[config.mk]
export PLATFORM = sky130hd
export DESIGN_NAME = e1_waveform_record_decoder
export DESIGN_NICKNAME = d
export VERILOG_FILES = /design/src/rtl/e1wrd_pkg.sv /design/src/rtl/e1wrd_front.sv /design/src/rtl/e1wrd_fifo.sv /design/src/rtl/e1wrd_back.sv /design/src/rtl/e1_waveform_record_decoder.sv
export SDC_FILE = /design/constraint.sdc
export NUM_CORES = 2
export LEC_CHECK = 0
export ABC_AREA = 1
export BUFFER_PORTS_ARGS = -buffer_cell sky130_fd_sc_hd__buf_2
export CELL_PAD_IN_SITES_DETAIL_PLACEMENT = 1
export CELL_PAD_IN_SITES_GLOBAL_PLACEMENT = 2
export CORE_MARGIN = 2
export CORE_UTILIZATION = 25
export DETAILED_ROUTE_END_ITERATION = 12
export GPL_TIMING_DRIVEN = 0
export PLACE_DENSITY = 0.66
export SLEW_MARGIN = 0
export SYNTH_ARGS = -nofsm -noshare
export SYNTH_HDL_FRONTEND = slang
export SYNTH_SLANG_ARGS = --single-unit
[constraint.sdc]
create_clock -name clk_i -period 9.7 [get_ports clk_i]
set_clock_uncertainty 0.15 [all_clocks]
set_input_delay 0.485 -clock clk_i [delete_from_list [all_inputs] [get_ports clk_i]]
set_output_delay 0.485 -clock clk_i [all_outputs]
set_load 0.005 [all_outputs]
[src/rtl/e1wrd_pkg.sv]
// ----------------------------------------------------------------------------
// e1wrd_pkg
// Shared types, codes and helpers of the e1 waveform record decoder.
// ----------------------------------------------------------------------------
package e1wrd_pkg;

  localparam int MAX_ORDER_DEF   = 4;
  localparam int QUEUE_DEPTH_DEF = 4;
  localparam int ORD_W           = 4;

  typedef enum logic [1:0] {
    KIND_HDR_SIZE  = 2'd0,
    KIND_HDR_CHECK = 2'd1,
    KIND_DATA      = 2'd2
  } kind_e;

  typedef enum logic [1:0] {
    OP_CLEAR = 2'd0,
    OP_LOAD  = 2'd1,
    OP_DATA  = 2'd2
  } op_e;

  typedef enum logic [2:0] {
    MAP_9X7  = 3'd0,
    MAP_10X3 = 3'd1,
    MAP_7X4  = 3'd2,
    MAP_12X5 = 3'd3,
    MAP_15X4 = 3'd4,
    MAP_28X1 = 3'd5
  } map_e;

  // one queue entry: a header command or one decoded map group
  typedef struct packed {
    op_e              op;
    map_e             map;
    logic [ORD_W-1:0] ord;
    logic [2:0]       cnt;
    logic             ends;
    logic [63:0]      bits;
  } entry_t;

  // one word moving down the integrator chain
  typedef struct packed {
    logic             valid;
    op_e              op;
    logic [ORD_W-1:0] ord;
    logic             last;
    logic             ends;
    logic [31:0]      val;
  } tok_t;

  function automatic logic [4:0] map_fw(map_e m);
    logic [4:0] fw;
    unique case (m)
      MAP_9X7:  fw = 5'd9;
      MAP_10X3: fw = 5'd10;
      MAP_7X4:  fw = 5'd7;
      MAP_12X5: fw = 5'd12;
      MAP_15X4: fw = 5'd15;
      MAP_28X1: fw = 5'd28;
      default:  fw = 5'd28;
    endcase
    return fw;
  endfunction

endpackage

[src/rtl/e1wrd_front.sv]
// ----------------------------------------------------------------------------
// e1wrd_front
// Takes record words, tracks record position and held map words, and queues
// header commands and sample groups for the back end.
// ----------------------------------------------------------------------------
module e1wrd_front #(
  parameter int MAX_ORDER = e1wrd_pkg::MAX_ORDER_DEF
) (
  input  logic              clk_i,
  input  logic              rst_ni,
  input  logic              push_i,
  input  logic              full_i,
  input  logic [1:0]        kind_i,
  input  logic [31:0]       word_i,
  output logic              q_push_o,
  output e1wrd_pkg::entry_t q_entry_o
);
  import e1wrd_pkg::*;

  logic        held_q, held_d;
  logic [31:0] hword_q, hword_d;
  logic [13:0] wl_q, wl_d;
  logic [15:0] sl_q, sl_d;
  logic        accept;
  logic        gen;
  entry_t      entry;
  logic [63:0] both;
  logic [2:0]  n;
  logic [2:0]  cnt;
  logic [15:0] size;
  logic [7:0]  ord_b;

  assign accept = push_i && !full_i;
  assign both   = held_q ? {hword_q, word_i} : {word_i, 32'd0};
  assign size   = word_i[31:16];
  assign ord_b  = word_i[31:24];

  always_comb begin
    entry   = '0;
    gen     = 1'b0;
    held_d  = held_q;
    hword_d = hword_q;
    wl_d    = wl_q;
    sl_d    = sl_q;
    n       = 3'd0;
    cnt     = 3'd0;
    unique case (kind_e'(kind_i))
      KIND_HDR_SIZE: begin
        held_d    = 1'b0;
        wl_d      = (size >= 16'd8) ? 14'((size >> 2) - 16'd2) : 14'd0;
        sl_d      = word_i[15:0];
        gen       = 1'b1;
        entry.op  = OP_CLEAR;
        entry.cnt = 3'd1;
      end
      KIND_HDR_CHECK: begin
        held_d     = 1'b0;
        gen        = 1'b1;
        entry.op   = OP_LOAD;
        entry.cnt  = 3'd1;
        entry.ord  = (ord_b > 8'(MAX_ORDER)) ? ORD_W'(MAX_ORDER) : ord_b[ORD_W-1:0];
        entry.bits = {{8{word_i[23]}}, word_i[23:0], 32'd0};
      end
      KIND_DATA: begin
        if (wl_q != 14'd0 && sl_q != 16'd0) begin
          wl_d     = wl_q - 14'd1;
          entry.op = OP_DATA;
          if (held_q) begin
            held_d = 1'b0;
            if (!hword_q[31]) begin
              entry.map = MAP_9X7;
              n         = 3'd7;
            end else if (hword_q[31:28] == 4'hd) begin
              entry.map = MAP_12X5;
              n         = 3'd5;
            end else begin
              entry.map = MAP_15X4;
              n         = 3'd4;
            end
          end else if (!word_i[31] || word_i[31:28] == 4'hd || word_i[31:28] == 4'he) begin
            if (wl_q != 14'd1) begin
              held_d  = 1'b1;
              hword_d = word_i;
            end
          end else if (word_i[31:30] == 2'b10) begin
            entry.map = MAP_10X3;
            n         = 3'd3;
          end else if (word_i[31:28] == 4'hc) begin
            entry.map = MAP_7X4;
            n         = 3'd4;
          end else begin
            entry.map = MAP_28X1;
            n         = 3'd1;
          end
          if (n != 3'd0) begin
            cnt        = (sl_q < 16'(n)) ? sl_q[2:0] : n;
            sl_d       = sl_q - 16'(cnt);
            gen        = 1'b1;
            entry.cnt  = cnt;
            entry.ends = (sl_q == 16'(cnt));
            case (entry.map)
              MAP_9X7:  entry.bits = both << 1;
              MAP_10X3: entry.bits = both << 2;
              default:  entry.bits = both << 4;
            endcase
          end
        end
      end
      default: ;
    endcase
  end

  always_ff @(posedge clk_i or negedge rst_ni) begin
    if (!rst_ni) begin
      held_q <= 1'b0;
      wl_q   <= '0;
      sl_q   <= '0;
    end else if (accept) begin
      held_q <= held_d;
      wl_q   <= wl_d;
      sl_q   <= sl_d;
    end
  end

  always_ff @(posedge clk_i) begin
    if (accept) begin
      hword_q <= hword_d;
    end
  end

  assign q_push_o  = accept && gen;
  assign q_entry_o = entry;

endmodule

[src/rtl/e1wrd_fifo.sv]
// ----------------------------------------------------------------------------
// e1wrd_fifo
// Short queue of commands between the front and the back end.
// ----------------------------------------------------------------------------
module e1wrd_fifo #(
  parameter int DEPTH = e1wrd_pkg::QUEUE_DEPTH_DEF
) (
  input  logic              clk_i,
  input  logic              rst_ni,
  input  logic              push_i,
  input  e1wrd_pkg::entry_t wdata_i,
  output logic              full_o,
  input  logic              pop_i,
  output e1wrd_pkg::entry_t rdata_o,
  output logic              empty_o
);
  import e1wrd_pkg::*;

  localparam int PW = (DEPTH > 1) ? $clog2(DEPTH) : 1;
  localparam int CW = $clog2(DEPTH + 1);

  entry_t        mem_q [DEPTH];
  logic [PW-1:0] wp_q, rp_q;
  logic [CW-1:0] cnt_q;
  logic          do_push, do_pop;

  assign full_o  = (cnt_q == CW'(DEPTH));
  assign empty_o = (cnt_q == '0);
  assign do_push = push_i && !full_o;
  assign do_pop  = pop_i && !empty_o;
  assign rdata_o = mem_q[rp_q];

  always_ff @(posedge clk_i) begin
    if (do_push) begin
      mem_q[wp_q] <= wdata_i;
    end
  end

  always_ff @(posedge clk_i or negedge rst_ni) begin
    if (!rst_ni) begin
      wp_q  <= '0;
      rp_q  <= '0;
      cnt_q <= '0;
    end else begin
      if (do_push) begin
        wp_q <= (wp_q == PW'(DEPTH - 1)) ? '0 : wp_q + PW'(1);
      end
      if (do_pop) begin
        rp_q <= (rp_q == PW'(DEPTH - 1)) ? '0 : rp_q + PW'(1);
      end
      if (do_push && !do_pop) begin
        cnt_q <= cnt_q + CW'(1);
      end else if (!do_push && do_pop) begin
        cnt_q <= cnt_q - CW'(1);
      end
    end
  end

endmodule

[src/rtl/e1wrd_back.sv]
// ----------------------------------------------------------------------------
// e1wrd_back
// Unpacks queued groups one sample a cycle unless stalled, runs them through a
// pipelined chain of running sums and holds the result word for the consumer.
// ----------------------------------------------------------------------------
module e1wrd_back #(
  parameter int MAX_ORDER = e1wrd_pkg::MAX_ORDER_DEF
) (
  input  logic              clk_i,
  input  logic              rst_ni,
  input  logic              q_empty_i,
  input  e1wrd_pkg::entry_t q_entry_i,
  output logic              q_pop_o,
  input  logic              pop_i,
  output logic              empty_o,
  output logic [31:0]       sample_o,
  output logic              last_o,
  output logic              record_end_o,
  output logic              check_error_o
);
  import e1wrd_pkg::*;

  logic             adv;
  logic             busy_q;
  op_e              op_q;
  logic [ORD_W-1:0] ord_q;
  logic [2:0]       cnt_q;
  logic             ends_q;
  logic [63:0]      bits_q;
  logic [4:0]       fw_q;
  logic [4:0]       shamt;
  tok_t             seq_tok;

  tok_t             tok_q [MAX_ORDER];
  logic [31:0]      integ_q [MAX_ORDER];
  tok_t             tail;

  logic             out_valid_q;
  logic [31:0]      out_sample_q;
  logic             out_last_q, out_end_q, out_err_q;
  logic [31:0]      check_q;

  assign adv     = !out_valid_q || pop_i;
  assign q_pop_o = !busy_q && !q_empty_i;
  assign shamt   = 5'(6'd32 - 6'(fw_q));

  always_comb begin
    seq_tok       = '0;
    seq_tok.valid = busy_q;
    seq_tok.op    = op_q;
    seq_tok.ord   = ord_q;
    seq_tok.last  = (cnt_q == 3'd1);
    seq_tok.ends  = ends_q && (cnt_q == 3'd1);
    seq_tok.val   = (op_q == OP_DATA) ? 32'($signed(bits_q[63:32]) >>> shamt)
                                      : bits_q[63:32];
  end

  always_ff @(posedge clk_i or negedge rst_ni) begin
    if (!rst_ni) begin
      busy_q <= 1'b0;
      ord_q  <= '0;
      op_q   <= OP_CLEAR;
      cnt_q  <= '0;
    end else if (q_pop_o) begin
      busy_q <= 1'b1;
      op_q   <= q_entry_i.op;
      cnt_q  <= q_entry_i.cnt;
      if (q_entry_i.op == OP_LOAD) begin
        ord_q <= q_entry_i.ord;
      end
    end else if (busy_q && adv) begin
      cnt_q <= cnt_q - 3'd1;
      if (cnt_q == 3'd1) begin
        busy_q <= 1'b0;
      end
    end
  end

  always_ff @(posedge clk_i) begin
    if (q_pop_o) begin
      bits_q <= q_entry_i.bits;
      ends_q <= q_entry_i.ends;
      fw_q   <= map_fw(q_entry_i.map);
    end else if (busy_q && adv) begin
      bits_q <= bits_q << fw_q;
    end
  end

  for (genvar i = 0; i < MAX_ORDER; i++) begin : g_stage
    tok_t        tin, tout;
    logic [31:0] sum;
    logic        use_stage;

    if (i == 0) begin : g_first
      assign tin = seq_tok;
    end else begin : g_next
      assign tin = tok_q[i-1];
    end

    assign sum       = integ_q[i] + tin.val;
    assign use_stage = (tin.op == OP_DATA) && (tin.ord > ORD_W'(i));

    always_comb begin
      tout = tin;
      if (use_stage) begin
        tout.val = sum;
      end
    end

    always_ff @(posedge clk_i or negedge rst_ni) begin
      if (!rst_ni) begin
        tok_q[i]   <= '0;
        integ_q[i] <= '0;
      end else if (adv) begin
        tok_q[i] <= tout;
        if (tin.valid) begin
          if (tin.op == OP_CLEAR || tin.op == OP_LOAD) begin
            integ_q[i] <= '0;
          end else if (use_stage) begin
            integ_q[i] <= sum;
          end
        end
      end
    end
  end

  assign tail = tok_q[MAX_ORDER-1];

  always_ff @(posedge clk_i or negedge rst_ni) begin
    if (!rst_ni) begin
      out_valid_q <= 1'b0;
      check_q     <= '0;
    end else if (adv) begin
      out_valid_q <= tail.valid && (tail.op == OP_DATA);
      if (tail.valid && tail.op == OP_LOAD) begin
        check_q <= tail.val;
      end
    end
  end

  always_ff @(posedge clk_i) begin
    if (adv && tail.valid && tail.op == OP_DATA) begin
      out_sample_q <= tail.val;
      out_last_q   <= tail.last;
      out_end_q    <= tail.ends;
      out_err_q    <= tail.ends && (tail.val != check_q);
    end
  end

  assign empty_o       = !out_valid_q;
  assign sample_o      = out_sample_q;
  assign last_o        = out_last_q;
  assign record_end_o  = out_end_q;
  assign check_error_o = out_err_q;

endmodule

[src/rtl/e1_waveform_record_decoder.sv]
// ----------------------------------------------------------------------------
// e1_waveform_record_decoder
// Decodes e1 compressed seismic records into integrated 32-bit samples.
// ----------------------------------------------------------------------------
// A data word passes through the queue, the unpack sequencer, the running-sum
// chain and the output register. Samples leave the chain at one per cycle
// while the output is not stalled; the sequencer takes no new group or header
// until the last one is unpacked. Words enter at one per cycle until the queue
// fills. Reset (async, active low) clears all record state; no sweep.
module e1_waveform_record_decoder #(
  parameter int MAX_ORDER   = e1wrd_pkg::MAX_ORDER_DEF,
  parameter int QUEUE_DEPTH = e1wrd_pkg::QUEUE_DEPTH_DEF
) (
  input  logic        clk_i,
  input  logic        rst_ni,
  input  logic        push_i,
  output logic        full_o,
  input  logic [1:0]  kind_i,
  input  logic [31:0] word_i,
  output logic        empty_o,
  input  logic        pop_i,
  output logic [31:0] sample_o,
  output logic        last_o,
  output logic        record_end_o,
  output logic        check_error_o
);
  import e1wrd_pkg::*;

  logic   q_push, q_pop, q_full, q_empty;
  entry_t q_wdata, q_rdata;

  assign full_o = q_full;

  e1wrd_front #(.MAX_ORDER(MAX_ORDER)) u_front (
    .clk_i     (clk_i),
    .rst_ni    (rst_ni),
    .push_i    (push_i),
    .full_i    (q_full),
    .kind_i    (kind_i),
    .word_i    (word_i),
    .q_push_o  (q_push),
    .q_entry_o (q_wdata)
  );

  e1wrd_fifo #(.DEPTH(QUEUE_DEPTH)) u_fifo (
    .clk_i   (clk_i),
    .rst_ni  (rst_ni),
    .push_i  (q_push),
    .wdata_i (q_wdata),
    .full_o  (q_full),
    .pop_i   (q_pop),
    .rdata_o (q_rdata),
    .empty_o (q_empty)
  );

  e1wrd_back #(.MAX_ORDER(MAX_ORDER)) u_back (
    .clk_i         (clk_i),
    .rst_ni        (rst_ni),
    .q_empty_i     (q_empty),
    .q_entry_i     (q_rdata),
    .q_pop_o       (q_pop),
    .pop_i         (pop_i),
    .empty_o       (empty_o),
    .sample_o      (sample_o),
    .last_o        (last_o),
    .record_end_o  (record_end_o),
    .check_error_o (check_error_o)
  );

  a_no_push_full : assert property (@(posedge clk_i) disable iff (!rst_ni)
    q_push |-> !q_full)
    else $error("queue written while full");

  a_no_pop_empty : assert property (@(posedge clk_i) disable iff (!rst_ni)
    q_pop |-> !q_empty)
    else $error("queue read while empty");

  a_end_is_last : assert property (@(posedge clk_i) disable iff (!rst_ni)
    (!empty_o && record_end_o) |-> last_o)
    else $error("record end not on last sample of its word");

  a_err_at_end : assert property (@(posedge clk_i) disable iff (!rst_ni)
    (!empty_o && check_error_o) |-> record_end_o)
    else $error("check error away from record end");

endmodule

### Word-level counts from Yosys, hierarchy flattened

Memories as Yosys holds them, arrays and structs flattened.
Index checks and enable logic that the tools add are counted.

| word-level totals | value |
|---|---|
| register bits after elaboration | 506 |
| bits in latches | 0 |
| memory bits (writable) | 308 |
| memory bits (read-only) | 0 |
| input bits | 38 |
| output and inout port bits | 37 |
| word-level logic and storage cells | 238 |
| memories kept | 1 |

Memories:

| name | depth | width | rd ports | clocked after Yosys merged registers in | write ports | RTL line | text |
|---|---|---|---|---|---|---|---|
| u_fifo.mem_q | 4 | 77 | 1 | 0 | 1 | e1wrd_fifo.sv:22 | `entry_t mem_q [DEPTH];` |

| cells by class | value |
|---|---|
| $add $sub $neg | 13 |
| multiply operators | 0 |
| divide/modulo/power cells | 0 |
| order comparisons | 7 |
| equality and inequality tests | 32 |
| shift operators | 2 |
| mux-type cells | 70 |
| bitwise logic cells | 1 |
| reduce and logical (&&, ||, !) cells | 65 |

Operator list:

| cell | number |
|---|---|
| $mux W32 | 13 |
| $pmux W64 S2 | 2 |
| $mux W68 | 2 |
| $add A32 B32 Y32 | 4 |
| $mux W64 | 2 |
| $shl A64 B5 Y64 | 1 |
| $mux W63 | 1 |
| $mux W3 | 20 |
| $mux W16 | 2 |
| $ne A32 B32 Y1 | 1 |
| $pmux W16 S2 | 1 |
| $sshr A32 B5 Y32 | 1 |
| $mux W14 | 2 |
| $pmux W14 S2 | 1 |
| $pmux W5 S5 | 1 |
| $logic_and A1 B1 Y1 | 19 |
| $eq A2 B2 Y1 const B | 9 |
| $reduce_and A3 Y1 | 6 |
| $reduce_bool A2 Y1 | 9 |
| $eq A16 B3 Y1 | 1 |
| $eq A4 B4 Y1 const B | 4 |
| $ge A16 B4 Y1 const B | 1 |
| $lt A16 B3 Y1 | 1 |
| $reduce_bool A16 Y1 | 1 |
| other kinds (34) | 85 |

### Depth between registers and ports, before layout

| depth | value |
|---|---|
| word-level depth | 17 |
| depth in mapped cells | 29 |
| gate-level depth less buffers | 27 |

### By module

From an unflattened synthesis, not the netlist that was laid out.

| unflattened totals | value |
|---|---|
| cell total of the unflattened synthesis | 6566 |
| area, all modules | 49914.1 sq um |

By module, submodules not included:

| module | times used | cells each | area each (sq um) | seq. area each (sq um) |
|---|---|---|---|---|
| e1wrd_back | 1 | 4764 | 31627.8 | 11385.9 |
| e1wrd_fifo | 1 | 959 | 12595.8 | 9424.0 |
| e1wrd_front | 1 | 843 | 5690.5 | 1736.7 |

### Worst setup path before layout

No wires, ideal clock.

| timing path | value |
|---|---|
| path type | reg2reg |
| start point | register u_front.wl_q[0] |
| end point | memory u_fifo.mem_q[0][10] (netlist bit) (enable) |
| setup time | 511 ps |
| arrival | 4681 ps |
| path slack | 4358 ps |
| cell stages (with the launch flop) | 14 |
| path buffers | 0 |
| cells stage by stage | dfrtp_1 inv_1 ha_1 nand2_1 nor2_1 nand2_1 nand2_2 nor2_2 nand2_1 nand2_1 nand2_1 inv_1 nand2_1 nor2_1 |

| between the ends | value |
|---|---|
| cells in the longest elaborated chain, start to end | 8 |

Ends and longest elaborated chain:

| element | RTL line | text |
|---|---|---|
| start, declared | e1wrd_front.sv:22 | `logic [13:0] wl_q, wl_d;` |
| start signal, assigned | e1wrd_front.sv:120 | `wl_q <= wl_d;` |
| $reduce_bool A14 Y1 | e1wrd_front.sv:65 | `if (wl_q != 14'd0 && sl_q != 16'd0) begin` |
| $logic_and A1 B1 Y1 | e1wrd_front.sv:65 |  |
| $mux W1 | e1wrd_front.sv:65 |  |
| $pmux W1 S2 | e1wrd_front.sv:47 | `unique case (kind_e'(kind_i))` |
| $logic_and A1 B1 Y1 | e1wrd_front.sv:131 | `assign q_push_o = accept && gen;` |
| $logic_and A1 B1 Y1 | e1wrd_fifo.sv:29 | `assign do_push = push_i && !full_o;` |
| $mux W1 | e1wrd_fifo.sv:34 | `if (do_push) begin` |
| $mux W1 (not written as such) | e1wrd_fifo.sv:35 | `mem_q[wp_q] <= wdata_i;` |
| end, declared | e1wrd_fifo.sv:22 |  |

Every way passes these cells.

### Final worst setup path

| timing path | value |
|---|---|
| start point | register u_back.fw_q[0] |
| end point | register u_back.tok_q, in the netlist u_back.g_stage[1].tin[30] |

| between the ends | value |
|---|---|
| cells in the longest elaborated chain, start to end | 5 |

Ends and longest elaborated chain:

| element | RTL line | text |
|---|---|---|
| start, declared | e1wrd_back.sv:30 | `logic [4:0] fw_q;` |
| start signal, assigned | e1wrd_back.sv:83 | `fw_q <= map_fw(q_entry_i.map);` |
| $sub A1 B5 Y5 (*) | e1wrd_back.sv:45 | `assign shamt = 5'(6'd32 - 6'(fw_q));` |
| $sshr A32 B5 Y32 (*) | e1wrd_back.sv:54 | `seq_tok.val = (op_q == OP_DATA) ? 32'($signed(bits_q[63:32]) >>> shamt)` |
| $mux W32 (*) | e1wrd_back.sv:54 |  |
| $add A32 B32 Y32 | e1wrd_back.sv:100 | `assign sum = integ_q[i] + tin.val;` |
| $mux W32 (*) | e1wrd_back.sv:105 | `if (use_stage) begin` |
| end signal, assigned by index | e1wrd_back.sv:115 | `tok_q[i] <= tout;` |
| end, declared | e1wrd_back.sv:34 | `tok_t tok_q [MAX_ORDER];` |

Mark *: on every way between the ends. The rest lies on a longest branch, timed or not.
A chain may end at the register's enable or synchronous reset.

==> results.sh <==
export IMPL_synth_compound_area_share_pct=14.7
export IMPL_p_seq_share_pct=27.0
export IMPL_finalCritPeriodShare_pct=65.2
export IMPL_synth_top_cell_area_share_pct=27.8
export IMPL_crit_top_cell="nand3_1"
export IMPL_slowest_delay_ns=0.50
export IMPL_path_clk_slew_ns=0.06
export IMPL_grt_max_degree=101
export IMPL_final_setup_tns_ns=0
export IMPL_clock_root_buffer="clkbuf_16"
export IMPL_cts_buffers=98
export IMPL_fmax_mhz=158
export IMPL_synth_main_ff_cell="edfxtp_1"
export IMPL_die_area_um2=194000
export IMPL_synth_top_cell_by_area="edfxtp_1"
export IMPL_hold_viol=0
export IMPL_holdCritPathClass="in2async"
export IMPL_via_count=44000
export IMPL_wl_per_cell_um=23.4
export IMPL_slowest_stage="fa_1"
export IMPL_synth_xor_xnor_area_share_pct=1.89
export IMPL_initialDrtViolationCount=3022
export IMPL_postSynthCellCount=5997
export IMPL_crit_path_max_fanout=10
export IMPL_max_slew_margin_pct=14.6
export IMPL_critPathArrivalTime_ns=6.80
export IMPL_dp_hpwl_mm=163
export IMPL_drv_cap=0
export IMPL_dpl_worst_slack_ns=3.57
export IMPL_tightest_slew_ns=1.28
export IMPL_drive_above_1_share_pct=6.44
export IMPL_ir_worst_vdd_uv=156
export IMPL_regToRegStartpoint="u_back.fw_q[0]$_SDFFCE_PP0P_"
export IMPL_clkPwrFrac_pct=17.8
export IMPL_r2r_slack_ns=3.37
export IMPL_p_sw_share_pct=51.6
export IMPL_cts_tree="yes"
export IMPL_layout_commonest_cell="nand2_1"
export IMPL_fin_util_pct=29.1
export IMPL_synth_area_per_cell_um2=7.96
export IMPL_dpl_cell_area_um2=51700
export IMPL_rr_endpoint="u_back.g_stage[1].tin[30]$_DFFE_PN0N_"
export IMPL_syn_area_um2=47700
export IMPL_holdWs_ns=0.0976
export IMPL_track_usage_pct=21.0
export IMPL_dr_pass1_iters=5
export IMPL_end_kind="flip-flop"
export IMPL_ys_warnings_count=0
export IMPL_cts_max_level=3
export IMPL_gr_total_overflow=0
export IMPL_fin_crit_ns=6.33
export IMPL_ys_types=62
export IMPL_wl_mm=206
export IMPL_rsz0062_at_grt="no"
export IMPL_port_buffers=74
export IMPL_synthArstFlopShare_pct=45.4
export IMPL_switchingPower_mw=11.0
export IMPL_cts_sinks=808
export IMPL_die_w_um=441
export IMPL_rr_worst_depth=26
export IMPL_startpoint_type="flip-flop"
export IMPL_fin_nets=6414
export IMPL_core_um2=190000
export IMPL_critical_path_class="reg2reg"
export IMPL_status="complete, no violations"
export IMPL_synth_top_family_by_area="simple AND/OR/NAND/NOR gates"
export IMPL_final_cell_mix="nand2_1, nand3_1, o21ai_0"
export IMPL_ys_ff_latch=808
export IMPL_synthTopCellsByArea="edfxtp_1, dfrtp_1, nand2_1, nand3_1, o21ai_0"
export IMPL_p_leak_nw=23.9
export IMPL_synth_fa_ha_area_share_pct=4.05
export IMPL_placedCellCount=8603
export IMPL_grt_first_pass_wirelength_mm=306
export IMPL_num_rows=160
export IMPL_power_density_nw_per_um2=384
export IMPL_grt_pass1_vias=45400
export IMPL_fin_cells=8819
export IMPL_ant_nets=0
export IMPL_slew_violations=0
export IMPL_cts_buffer_depth=3
export IMPL_synth_area_mux_share_pct=0.763
export IMPL_gp_congestion=0.933
export IMPL_crit_start="u_back.fw_q[0]$_SDFFCE_PP0P_"
export IMPL_ios=75
export IMPL_antenna_found_initial=0
export IMPL_die_h_um=441
export IMPL_totalPowerFinal_mw=21.2
export IMPL_synth_edf_count=441
export IMPL_internal_power_mw=10.3
export IMPL_area_growth_pct=15.9
export IMPL_synthSimpleGateAreaFrac_pct=25.9
export IMPL_final_area_um2=55300
export IMPL_endpoint="u_back.g_stage[1].tin[30]$_DFFE_PN0N_"
export IMPL_cp_data_required_time_ns=10.18
export IMPL_clk_latency_ns=0.77
export IMPL_cts_resized=0
export IMPL_initial_core_util_pct=25.1
export IMPL_combPwrFrac_pct=55.2
export IMPL_setup_ws_ns=3.37
export IMPL_ys_seq_area_share_pct=47.0
export IMPL_via_per_inst=4.99
export IMPL_drc=0
export IMPL_setup_viol=0
[synthesized netlist by cell type, drive strengths merged (20+ instances only)]
library cell and number:
dfrtp 367, clkbuf 196, a221o 51, o211ai 61
nand3 557, and2 20, nand4 29, o22ai 47
buf 87, xnor2 40, nand2 1819, inv 414
nor2 432, or2 50, a21oi 357, nor3 51
ha 145, a22o 33, xor2 60, o21ai 561
edfxtp 441
[worst max-delay path, delay by kind of cell, from the launching register on]
family                   cells  cell delay, ns
adder cells (fa/ha/maj)      3            1.12
buffers and inverters        5            1.77
flip-flops                   1            0.45
AND/OR/NAND/NOR             18            2.66
[per-layer routing]
metal / global-route usage (%) / vias to the layer above / part of all wire [%]
li1: - / 20900 / -
met1: 28.6 / 22000 / 47
met2: 35.5 / 897 / 47
met3: 2.00 / 247 / 3.4
met4: 5.75 / 0 / 2.8
met5: 0 / - / 0
[power by group through the flow]
stage	Sequential (mW)	Clock, mW	Combinational [mW]
final	5.75	3.78	11.7
after floorplan	5.33	0	7.37
after detailed placement	5.81	0	11.7
after global routing	5.85	4.00	13.0
after global placement	5.83	0	11.5
after CTS	5.75	3.88	11.7
[timing repair]
item | CTS | global route
setup buffers | 0 | 0
hold buffers | 33 | 0
hold endpoints to repair | 150 | 0
[final cells by class]
| class | instances | area [um^2] |
|---|---|---|
| clock buffer | 124 | 2690 |
| antenna | 1 | 2.50 |
| fill | 22700 | 135000 |
| clock inverter | 58 | 596 |
| multi-input combinational | 4494 | 22600 |
| timing repair buffer | 125 | 1120 |
| tap | 2511 | 3140 |
| inverter | 415 | 1560 |
| buffer | 283 | 1150 |
| sequential | 808 | 22400 |
[worst min-delay path by stage]
stage,start,endpoint,cells after the start
CTS,rst_ni,u_back.g_stage[1].tin[1]$_DFFE_PN0N_,2
global placement,u_back.tail[2]$_DFFE_PN0N_,u_back.sample_o[2]$_DFFE_PP_,0
detailed placement,rst_ni,u_back.integ_q[125]$_DFFE_PN0P_,1
floorplan,rst_ni,u_back.busy_q$_DFFE_PN0P_,0
global route,rst_ni,u_back.integ_q[106]$_DFFE_PN0P_,2
finish,rst_ni,u_back.g_stage[1].tin[1]$_DFFE_PN0N_,2
[cells by family (layout without fill, tap and decap cells)]
family | count (synthesis) | count (layout)
AO/OA/AOI/OAI | 1220 | 1220
multiplexers | 34 | 34
flip-flops | 808 | 808
other | 1 | 5
buffers and inverters | 698 | 1005
adder cells (fa/ha/maj) | 151 | 151
AND/OR/NAND/NOR | 2985 | 2985
XOR/XNOR | 100 | 100
[sequential cells by signal, indices dropped and copies added, names as in the netlist, 3 cells and up]
| name | flops |
|---|---|
| u_back.bits_q | 64 |
| u_back.check_q | 32 |
| u_back.cnt_q | 3 |
| u_back.fw_q | 5 |
| u_back.g_stage.tin | 121 |
| u_back.integ_q | 128 |
| u_back.ord_q | 4 |
| u_back.sample_o | 32 |
| u_back.tail | 37 |
| u_fifo.cnt_q | 3 |
| u_fifo.mem_q | 304 |
| u_front.hword_q | 32 |
| u_front.sl_q | 16 |
| u_front.wl_q | 14 |
Note: power is estimated with default switching activity, not from simulation.
